## src/hdl/bscf_pkg.sv

```systemverilog
// Shared types and constants of the bitmap set/clear/find block.
`default_nettype none

package bscf_pkg;

    localparam int WORD_BITS = 64;
    localparam int BIT_W     = 6;   // bit offset inside a word
    localparam int IDX_W     = 10;
    localparam int CMD_W     = 3;
    localparam int LEN_W     = 11;
    localparam int STEPS     = 6;   // halving steps of the bit search

    localparam logic [LEN_W-1:0] LEN_RESET = 11'd1024;

    localparam logic [CMD_W-1:0] CMD_GET        = 3'd0;
    localparam logic [CMD_W-1:0] CMD_SET        = 3'd1;
    localparam logic [CMD_W-1:0] CMD_CLEAR      = 3'd2;
    localparam logic [CMD_W-1:0] CMD_FIND_SET   = 3'd3;
    localparam logic [CMD_W-1:0] CMD_FIND_CLEAR = 3'd4;

    typedef enum logic [2:0] {
        ST_INIT,
        ST_IDLE,
        ST_READ,
        ST_MODIFY,
        ST_SCAN,
        ST_BITS,
        ST_EMIT
    } state_t;

    typedef struct packed {
        logic                 start;
        logic                 find_msb;  // 1: highest set bit, 0: lowest set bit
        logic [WORD_BITS-1:0] value;
    } search_req_t;

    typedef struct packed {
        logic             done;
        logic [BIT_W-1:0] index;
    } search_resp_t;

endpackage

`default_nettype wire

```

## src/hdl/bscf_bit_search.sv

```systemverilog
// Iterative highest/lowest set bit search over one 64-bit word, one halving step a cycle.
`default_nettype none

module bscf_bit_search (
    input  wire                   clk,
    input  wire                   rst_n,
    input  bscf_pkg::search_req_t  req,
    output bscf_pkg::search_resp_t resp
);

    logic [bscf_pkg::WORD_BITS-1:0] val_reg, val_next;
    logic [bscf_pkg::BIT_W-1:0]     idx_reg, idx_next;
    logic [2:0]                     step_reg, step_next;
    logic                           busy_reg, busy_next;
    logic                           done_reg, done_next;
    logic                           msb_reg, msb_next;

    logic [bscf_pkg::BIT_W-1:0]     half;
    logic [bscf_pkg::WORD_BITS-1:0] shifted;
    logic [bscf_pkg::WORD_BITS-1:0] low_mask;
    logic                           take;

    // Window halves every step: 32, 16, 8, 4, 2, 1.
    assign half     = 6'd32 >> step_reg;
    assign shifted  = val_reg >> half;
    assign low_mask = (64'd1 << half) - 64'd1;
    assign take     = msb_reg ? (shifted != '0) : ((val_reg & low_mask) == '0);

    always_comb
    begin
        val_next  = val_reg;
        idx_next  = idx_reg;
        step_next = step_reg;
        busy_next = busy_reg;
        msb_next  = msb_reg;
        done_next = 1'b0;
        if (req.start)
        begin
            val_next  = req.value;
            idx_next  = '0;
            step_next = '0;
            busy_next = 1'b1;
            msb_next  = req.find_msb;
        end
        else if (busy_reg)
        begin
            if (take)
            begin
                val_next = shifted;
                idx_next = idx_reg | half;
            end
            step_next = step_reg + 3'd1;
            if (step_reg == 3'(bscf_pkg::STEPS - 1))
            begin
                busy_next = 1'b0;
                done_next = 1'b1;
            end
        end
    end

    always_ff @(posedge clk or negedge rst_n)
    begin
        if (!rst_n)
        begin
            step_reg <= '0;
            busy_reg <= 1'b0;
            done_reg <= 1'b0;
        end
        else
        begin
            step_reg <= step_next;
            busy_reg <= busy_next;
            done_reg <= done_next;
        end
    end

    always_ff @(posedge clk)
    begin
        val_reg <= val_next;
        idx_reg <= idx_next;
        msb_reg <= msb_next;
    end

    assign resp.done  = done_reg;
    assign resp.index = idx_reg;

endmodule

`default_nettype wire

```

## src/hdl/bitmap_set_clear_find_top.sv

```systemverilog
// Top level of the bitmap store with get, set, clear and find-first searches.
//
// Usage notes:
//  - Input channel s_*: one command per transaction. s_tuser carries cmd, s_tdata
//    carries the bit position. Output channel m_*: exactly one result per command.
//  - One command at a time: s_tready drops after a transaction and rises again
//    once the result has moved into the output register.
//  - Get, set and clear: one read-modify-write of a memory word, through the
//    states READ, MODIFY and EMIT from acceptance to m_tvalid.
//  - Searches scan the words one per cycle through the single memory read port,
//    then resolve the bit inside the hit word in 6 steps of the bit search unit.
//  - s_tready returns in the cycle m_tvalid rises.
//  - A receiver stall holds the result in the output register; the next command
//    is still taken and waits in its last state until the register frees up.
//  - Reset: bits_in_use returns to 1024 and a clearing pass writes zeros to all
//    NUM_WORDS words, one per cycle; s_tready stays low during that pass.
//  - cfg_we writes bits_in_use; write it only while no command is in flight.
`default_nettype none

module bitmap_set_clear_find_top #(
    parameter int MAP_BITS = 1024
) (
    input  wire         clk,
    input  wire         rst_n,
    // input command channel
    input  wire         s_tvalid,
    output logic        s_tready,
    input  wire  [15:0] s_tdata,   // [9:0] bit position, rest zero
    input  wire  [2:0]  s_tuser,   // [2:0] cmd
    // result channel
    output logic        m_tvalid,
    input  wire         m_tready,
    output logic [15:0] m_tdata,   // [0] bit_value, [1] found, [11:2] position
    // configuration
    input  wire         cfg_we,
    input  wire  [10:0] cfg_wdata  // bits_in_use
);

    localparam int NUM_WORDS = (MAP_BITS + bscf_pkg::WORD_BITS - 1) / bscf_pkg::WORD_BITS;
    localparam int AW        = (NUM_WORDS > 1) ? $clog2(NUM_WORDS) : 1;
    localparam int CW        = $clog2(NUM_WORDS + 1);
    localparam int WB        = bscf_pkg::WORD_BITS;

    bscf_pkg::state_t state_reg, state_next;

    logic [bscf_pkg::LEN_W-1:0] bits_in_use_reg;
    logic [bscf_pkg::CMD_W-1:0] cmd_reg, cmd_next;
    logic [bscf_pkg::IDX_W-1:0] idx_reg, idx_next;
    logic [CW-1:0]              cnt_reg, cnt_next;       // init sweep / next word to read
    logic [CW-1:0]              chk_word_reg, chk_word_next;
    logic                       chk_valid_reg, chk_valid_next;

    logic                       res_bit_reg, res_bit_next;
    logic                       res_found_reg, res_found_next;
    logic [bscf_pkg::IDX_W-1:0] res_pos_reg, res_pos_next;

    logic                       m_tvalid_reg, m_tvalid_next;
    logic [15:0]                m_tdata_reg, m_tdata_next;

    // word memory
    logic [WB-1:0] mem [NUM_WORDS];
    logic [WB-1:0] rd_data_reg;
    logic [AW-1:0] rd_addr;
    logic          wr_en;
    logic [AW-1:0] wr_addr;
    logic [WB-1:0] wr_data;

    bscf_pkg::search_req_t  srch_req;
    bscf_pkg::search_resp_t srch_resp;

    logic                       accept;
    logic                       out_free;
    logic [bscf_pkg::LEN_W-1:0] len;
    logic [6:0]                 limit;
    logic                       in_range;
    logic                       is_find_set;
    logic                       in_map;
    logic [AW-1:0]              item_addr;
    logic [bscf_pkg::BIT_W-1:0] item_bit;
    logic [31:0]                rem;
    logic [WB-1:0]              len_mask;
    logic [WB-1:0]              cand;
    logic                       hit;

    assign accept   = s_tvalid && s_tready;
    assign out_free = !m_tvalid_reg || m_tready;

    // Length clamped to the map size.
    assign len = (32'(bits_in_use_reg) > 32'(MAP_BITS)) ? 11'(MAP_BITS) : bits_in_use_reg;

    // Set search covers whole words only; clear search also the partial tail word.
    assign is_find_set = (cmd_reg == bscf_pkg::CMD_FIND_SET);
    assign limit       = is_find_set ? 7'(len >> 6) : 7'((12'(len) + 12'd63) >> 6);
    assign in_range    = 32'(cnt_reg) < 32'(limit);

    assign in_map    = 32'(idx_reg) < 32'(MAP_BITS);
    assign item_addr = AW'(idx_reg[9:6]);
    assign item_bit  = idx_reg[5:0];

    // Bits of the checked word that lie below the length.
    assign rem      = 32'(len) - (32'(chk_word_reg) << 6);
    assign len_mask = (rem >= 32'(WB)) ? {WB{1'b1}} : ((64'd1 << rem[5:0]) - 64'd1);
    assign cand     = is_find_set ? rd_data_reg : (~rd_data_reg & len_mask);
    assign hit      = chk_valid_reg && (cand != '0);

    // next state
    always_comb
    begin
        state_next = state_reg;
        unique case (state_reg)
            bscf_pkg::ST_INIT:
            begin
                if (cnt_reg == CW'(NUM_WORDS - 1))
                    state_next = bscf_pkg::ST_IDLE;
            end
            bscf_pkg::ST_IDLE:
            begin
                if (accept)
                begin
                    unique case (s_tuser) inside
                        bscf_pkg::CMD_GET, bscf_pkg::CMD_SET, bscf_pkg::CMD_CLEAR:
                            state_next = bscf_pkg::ST_READ;
                        bscf_pkg::CMD_FIND_SET, bscf_pkg::CMD_FIND_CLEAR:
                            state_next = bscf_pkg::ST_SCAN;
                        default:
                            state_next = bscf_pkg::ST_EMIT;
                    endcase
                end
            end
            bscf_pkg::ST_READ:   state_next = bscf_pkg::ST_MODIFY;
            bscf_pkg::ST_MODIFY: state_next = bscf_pkg::ST_EMIT;
            bscf_pkg::ST_SCAN:
            begin
                if (hit)
                    state_next = bscf_pkg::ST_BITS;
                else if (!in_range && !chk_valid_reg)
                    state_next = bscf_pkg::ST_EMIT;   // all words checked, miss
            end
            bscf_pkg::ST_BITS:
            begin
                if (srch_resp.done)
                    state_next = bscf_pkg::ST_EMIT;
            end
            bscf_pkg::ST_EMIT:
            begin
                if (out_free)
                    state_next = bscf_pkg::ST_IDLE;
            end
            default: state_next = bscf_pkg::ST_IDLE;
        endcase
    end

    // datapath and memory control
    always_comb
    begin
        s_tready        = 1'b0;
        cmd_next        = cmd_reg;
        idx_next        = idx_reg;
        cnt_next        = cnt_reg;
        chk_word_next   = chk_word_reg;
        chk_valid_next  = 1'b0;
        res_bit_next    = res_bit_reg;
        res_found_next  = res_found_reg;
        res_pos_next    = res_pos_reg;
        m_tvalid_next   = m_tvalid_reg && !m_tready;
        m_tdata_next    = m_tdata_reg;
        rd_addr         = item_addr;
        wr_en           = 1'b0;
        wr_addr         = item_addr;
        wr_data         = rd_data_reg;
        srch_req.start    = 1'b0;
        srch_req.find_msb = is_find_set;
        srch_req.value    = cand;

        unique case (state_reg)
            bscf_pkg::ST_INIT:
            begin
                wr_en    = 1'b1;
                wr_addr  = cnt_reg[AW-1:0];
                wr_data  = '0;
                cnt_next = cnt_reg + CW'(1);
            end
            bscf_pkg::ST_IDLE:
            begin
                s_tready = 1'b1;
                if (accept)
                begin
                    cmd_next       = s_tuser;
                    idx_next       = s_tdata[9:0];
                    cnt_next       = '0;
                    res_bit_next   = 1'b0;
                    res_found_next = 1'b0;
                    res_pos_next   = '0;
                end
            end
            bscf_pkg::ST_READ:
            begin
                rd_addr = item_addr;
            end
            bscf_pkg::ST_MODIFY:
            begin
                unique case (cmd_reg)
                    bscf_pkg::CMD_GET:
                        res_bit_next = in_map && rd_data_reg[item_bit];
                    bscf_pkg::CMD_SET:
                    begin
                        wr_en   = in_map;
                        wr_data = rd_data_reg | (64'd1 << item_bit);
                    end
                    bscf_pkg::CMD_CLEAR:
                    begin
                        wr_en   = in_map;
                        wr_data = rd_data_reg & ~(64'd1 << item_bit);
                    end
                    default: ;
                endcase
            end
            bscf_pkg::ST_SCAN:
            begin
                // read word cnt while the word read last cycle is checked
                rd_addr = cnt_reg[AW-1:0];
                if (hit)
                    srch_req.start = 1'b1;
                else if (in_range)
                begin
                    chk_valid_next = 1'b1;
                    chk_word_next  = cnt_reg;
                    cnt_next       = cnt_reg + CW'(1);
                end
            end
            bscf_pkg::ST_BITS:
            begin
                if (srch_resp.done)
                begin
                    res_found_next = 1'b1;
                    res_pos_next   = 10'((32'(chk_word_reg) << 6) | 32'(srch_resp.index));
                end
            end
            bscf_pkg::ST_EMIT:
            begin
                if (out_free)
                begin
                    m_tvalid_next = 1'b1;
                    m_tdata_next  = {4'd0, res_pos_reg, res_found_reg, res_bit_reg};
                end
            end
            default: ;
        endcase
    end

    always_ff @(posedge clk or negedge rst_n)
    begin
        if (!rst_n)
        begin
            state_reg       <= bscf_pkg::ST_INIT;
            cnt_reg         <= '0;
            chk_valid_reg   <= 1'b0;
            m_tvalid_reg    <= 1'b0;
            bits_in_use_reg <= bscf_pkg::LEN_RESET;
        end
        else
        begin
            state_reg     <= state_next;
            cnt_reg       <= cnt_next;
            chk_valid_reg <= chk_valid_next;
            m_tvalid_reg  <= m_tvalid_next;
            if (cfg_we)
                bits_in_use_reg <= cfg_wdata;
        end
    end

    always_ff @(posedge clk)
    begin
        cmd_reg       <= cmd_next;
        idx_reg       <= idx_next;
        chk_word_reg  <= chk_word_next;
        res_bit_reg   <= res_bit_next;
        res_found_reg <= res_found_next;
        res_pos_reg   <= res_pos_next;
        m_tdata_reg   <= m_tdata_next;
    end

    // word memory with one write port and one read port, registered read
    always_ff @(posedge clk)
    begin
        if (wr_en)
            mem[wr_addr] <= wr_data;
        rd_data_reg <= mem[rd_addr];
    end

    bscf_bit_search u_bit_search (
        .clk   (clk),
        .rst_n (rst_n),
        .req   (srch_req),
        .resp  (srch_resp)
    );

    assign m_tvalid = m_tvalid_reg;
    assign m_tdata  = m_tdata_reg;

endmodule

`default_nettype wire

```

## config.mk

```make
export PLATFORM = sky130hd
export DESIGN_NAME = bitmap_set_clear_find_top
export DESIGN_NICKNAME = d
export VERILOG_FILES = /design/src/hdl/bscf_pkg.sv /design/src/hdl/bscf_bit_search.sv /design/src/hdl/bitmap_set_clear_find_top.sv
export SDC_FILE = /design/constraint.sdc
export NUM_CORES = 2
export LEC_CHECK = 0
export BUFFER_PORTS_ARGS = -buffer_cell sky130_fd_sc_hd__buf_2
export CELL_PAD_IN_SITES_DETAIL_PLACEMENT = 0
export CELL_PAD_IN_SITES_GLOBAL_PLACEMENT = 1
export CORE_ASPECT_RATIO = 0.9
export CORE_MARGIN = 2
export CORE_UTILIZATION = 56
export DETAILED_ROUTE_END_ITERATION = 7
export PLACE_DENSITY = 0.93
export SETUP_SLACK_MARGIN = 0.1
export SLEW_MARGIN = 20
export SYNTH_ARGS = -nofsm -noshare
export SYNTH_HDL_FRONTEND = slang
export SYNTH_HIERARCHICAL = 1
export SYNTH_SLANG_ARGS = --single-unit
```

## constraint.sdc

```tcl
create_clock -name clk -period 14.03 [get_ports clk]
set_clock_uncertainty 0.2 [all_clocks]
set_input_delay 0 -clock clk [delete_from_list [all_inputs] [get_ports clk]]
set_output_delay 0 -clock clk [all_outputs]
set_load 0.03 [all_outputs]
```

==> impl_metrics.env <==
export IMPL_seqPwrFrac_pct=36.4
export IMPL_cp_arrival_ns=7.89
export IMPL_cts_clk_slew_worst_paths_ns=0.06
export IMPL_grt_pass1_wl_microns=289000
export IMPL_clock_latency_ns=0.74
export IMPL_holdPathEnd="bits_in_use_reg[0]"
export IMPL_drt_met1_wl_microns=74500
export IMPL_setup_slack_ns=6.44
export IMPL_numCtsBuffers=112
export IMPL_timing_max_cap_violations=0
export IMPL_max_freq_mhz=132
export IMPL_largest_reg_flops=1024
export IMPL_path_class="flip-flop to flip-flop"
export IMPL_r2r_slack_ns=6.44
export IMPL_via_per_inst=6.99
export IMPL_antenna_found_initial=5
export IMPL_dr_total_vias=46955
export IMPL_mappedNetlistArea_sq_um=60100
export IMPL_synth_top_area_cell="edfxtp_1"
export IMPL_tritoncts="done"
export IMPL_grt_usage_pct=35.4
export IMPL_grt_start_max_net_pins=221
export IMPL_yosys_warnings=6
export IMPL_regToRegStartpoint="bits_in_use_reg[2]"
export IMPL_firstDrtPassIters=8
export IMPL_hpwl_microns=121000
export IMPL_p_sw_share_pct=43.4
export IMPL_async_flop_share_pct=2.12
export IMPL_violations="design-rule violations"
export IMPL_cts_resized=0
export IMPL_maxSlewViolCount=0
export IMPL_die_area_sq_um=110000
export IMPL_end_kind="flip-flop"
export IMPL_grt_ovfl_total=0
export IMPL_crit_required_ns=14.33
export IMPL_final_layout_size_suffix_gt1_share_pct=10.4
export IMPL_cts_root_buf="clkbuf_16"
export IMPL_p_leak_nw=21.9
export IMPL_die_h_microns=315
export IMPL_hold_worst_slack_ns=0.0429
export IMPL_worstSetupStartpoint="bits_in_use_reg[2]"
export IMPL_place_gp_congestion=1.05
export IMPL_syn_to_final_growth_pct=10.2
export IMPL_relSlewSlack_pct=6.82
export IMPL_p_int_mw=9.19
export IMPL_rsz0062_at_grt="false"
export IMPL_route_met2_wl_microns=89300
export IMPL_wl_microns=198000
export IMPL_highest_layer="met5"
export IMPL_finalSetupTns_ns=0
export IMPL_min_from="cfg_we"
export IMPL_syn_avg_cell_area_sq_um=11.4
export IMPL_die_w_microns=349
export IMPL_drtIter0Drc=7061
export IMPL_hold_violations=0
export IMPL_ioPinCount=53
export IMPL_synth_distinct_cells=121
export IMPL_drc=3
export IMPL_slowest_stage="ha_1"
export IMPL_crit_top_cell="buf_4"
export IMPL_synth_edff_count=1131
export IMPL_p_switching_mw=7.06
export IMPL_pwr_share_clk_pct=19.2
export IMPL_final_setup_viol_count=0
export IMPL_ir_drop_v=0.000191
export IMPL_cpLargestDelayFamily="compound AO/OA/AOI/OAI gates"
export IMPL_p_comb_share_pct=44.4
export IMPL_io_buffers=42
export IMPL_synth_area_top_cells="edfxtp_1, nand2_1, a211oi_1, and2_1, a21oi_1"
export IMPL_initial_core_util_pct=56.2
export IMPL_min_period_ns=7.59
export IMPL_hp_class="input port to flip-flop"
export IMPL_dp_cells=6428
export IMPL_powerDensity_nw_per_um2=245
export IMPL_grt_pass1_vias=43868
export IMPL_fin_crit_sh_pct=54.1
export IMPL_synth_seq_cells=1227
export IMPL_post_cts_setup_buffers=0
export IMPL_route_met3_wl_microns=23600
export IMPL_core_sq_um=107000
export IMPL_path_cells="buf_4 > nor4_1 > a21oi_1 > ha_1 > o2111ai_1 > a2111oi_1 > xnor2_1 > o31ai_1 > o211ai_1 > or4_4 > o21ai_4 > nor2_4 > buf_4 > inv_1 > buf_4 > nand2_1 > o21ai_0"
export IMPL_hold_depth=3
export IMPL_cp_max_fo=70
export IMPL_worstMarginPinSlew_ns=1.40
export IMPL_postRouteAntennaNets=0
export IMPL_cpPeakStageDelay_ns=0.67
export IMPL_dp_slack_ns=6.67
export IMPL_synth_top_area_share_pct=56.5
export IMPL_path_buf_inv=4
export IMPL_routedWlPerCell_microns=29.4
export IMPL_synthCells=5265
export IMPL_crit_path_start_kind="flip-flop"
export IMPL_status="complete, but fails checks"
export IMPL_reg2reg_to="u_bit_search/val_reg[44]"
export IMPL_clk_path_buf_depth=3
export IMPL_floorplan_rows=114
export IMPL_cts_sinks=1227
export IMPL_synthFlopType="edfxtp_1"
export IMPL_fin_cells=6716
export IMPL_r2r_cells=17
export IMPL_seq_area_frac_synth_pct=59.9
export IMPL_fin_nets=5281
export IMPL_htreeDepth=3
## logic make-up (layout without fill, tap and decap cells)
family	Yosys count	in the layout	share of synthesized area, %
multiplexers	122	122	2.74
XOR/XNOR	54	54	0.786
AND/OR/NAND/NOR	1708	1708	13.9
flip-flops	1227	1227	59.9
other	1	10	0.00623
adder cells (fa/ha/maj)	26	26	0.549
AO/OA/AOI/OAI	1628	1628	18.6
buffers and inverters	499	549	3.63
## layer usage
metal,vias to the layer above,GRT usage (%)
met5,-,0
met4,8,15.4
met3,612,8.32
met2,3095,54.6
met1,23049,48.2
li1,20191,-
## metrics by stage
step	area, sq um	util [%]	total power, mW
3_5_place_dp	61800	57.7	12.8
5_1_grt	66300	62.0	16.8
2_1_floorplan	60200	-	10.2
3_3_place_gp	61700	57.7	12.7
6_report	66300	62.0	16.2
4_1_cts	66300	61.9	15.9
## worst max-delay path by stage
stage | slack (ns) | endpoint | depth (start not counted)
finish | 6.44 | u_bit_search/val_reg[44] | 17
global placement | 6.80 | u_bit_search/val_reg[38] | 18
CTS | 6.59 | u_bit_search/val_reg[44] | 18
global route | 5.99 | u_bit_search/val_reg[37] | 18
floorplan | 5.36 | u_bit_search/val_reg[0] | 24
detailed placement | 6.67 | u_bit_search/val_reg[36] | 18
## placed cells by master (no fill, tap or decap), types with 30 or more instances in the layout
master	instances
edfxtp_1	1131
nor4_1	40
xnor2_1	38
nand2b_1	37
nor3_1	83
dlygate4sd3_1	70
clkbuf_1	32
nand3_1	69
a31oi_1	152
and2_1	278
mux2_2	40
buf_4	166
nand2_1	769
mux2i_1	45
mux4_2	30
a211oi_1	375
o21ai_0	231
a311oi_1	143
clkbuf_16	113
buf_2	43
nor2_1	197
inv_1	50
nor2b_1	30
dfxtp_1	70
a21oi_1	323
## Yosys cell counts (20+ instances only)
cell,count
xnor2_1,38
nor4_1,40
a22o_1,26
a31oi_1,152
a211oi_1,375
and3_1,25
nor2_1,214
buf_6,20
nand2b_1,37
and2_1,279
nand2_1,769
a22oi_1,22
dfrtp_1,25
a32oi_1,24
o211ai_1,28
ha_1,24
edfxtp_1,1131
o21ai_0,244
a311oi_1,143
a21o_1,25
inv_1,51
a211o_1,24
o31ai_1,24
mux4_2,30
nor2b_1,31
nand3_1,69
nor3_1,84
o22ai_1,28
dfxtp_1,70
buf_1,33
nand4_1,29
mux2_2,40
clkbuf_1,302
mux2i_1,49
a21oi_1,324
buf_2,71
## what timing repair did
action	4_1_cts	5_1_grt
hold buffers	71	0
setup endpoints to repair	0	0
hold endpoints to repair	69	0
## cell type report
class	instances	area, sq um
Fill cell	8073	40700
Inverter	54	203
Clock inverter	55	684
Multi-Input combinational cell	3542	22300
Timing Repair Buffer	284	2260
Sequential cell	1227	36000
Tap cell	1392	1740
Antenna cell	6	15.0
Clock buffer	156	3100
## worst reg2reg max path, delay by kind of cell, from the launching register on
family / cells / cell delay (ns)
AOI/OAI and AO/OA: 7 / 3.05
adders and majority gates: 1 / 0.67
and+or+nand+nor: 4 / 1.38
DFF: 1 / 0.33
buffers and inverters: 4 / 1.60
xor gates and xnor gates: 1 / 0.17
## power groups by stage
stage                     Clock [mW]  Sequential, mW  Combinational [mW]
final                           3.12            5.91                7.22
after global routing            3.27            5.87                7.66
after CTS                       3.13            5.81                7.00
after detailed placement           0            5.89                6.93
after global placement             0            5.88                6.82
after floorplan                    0            5.49                4.73
Power figures use the tool's default switching activity.
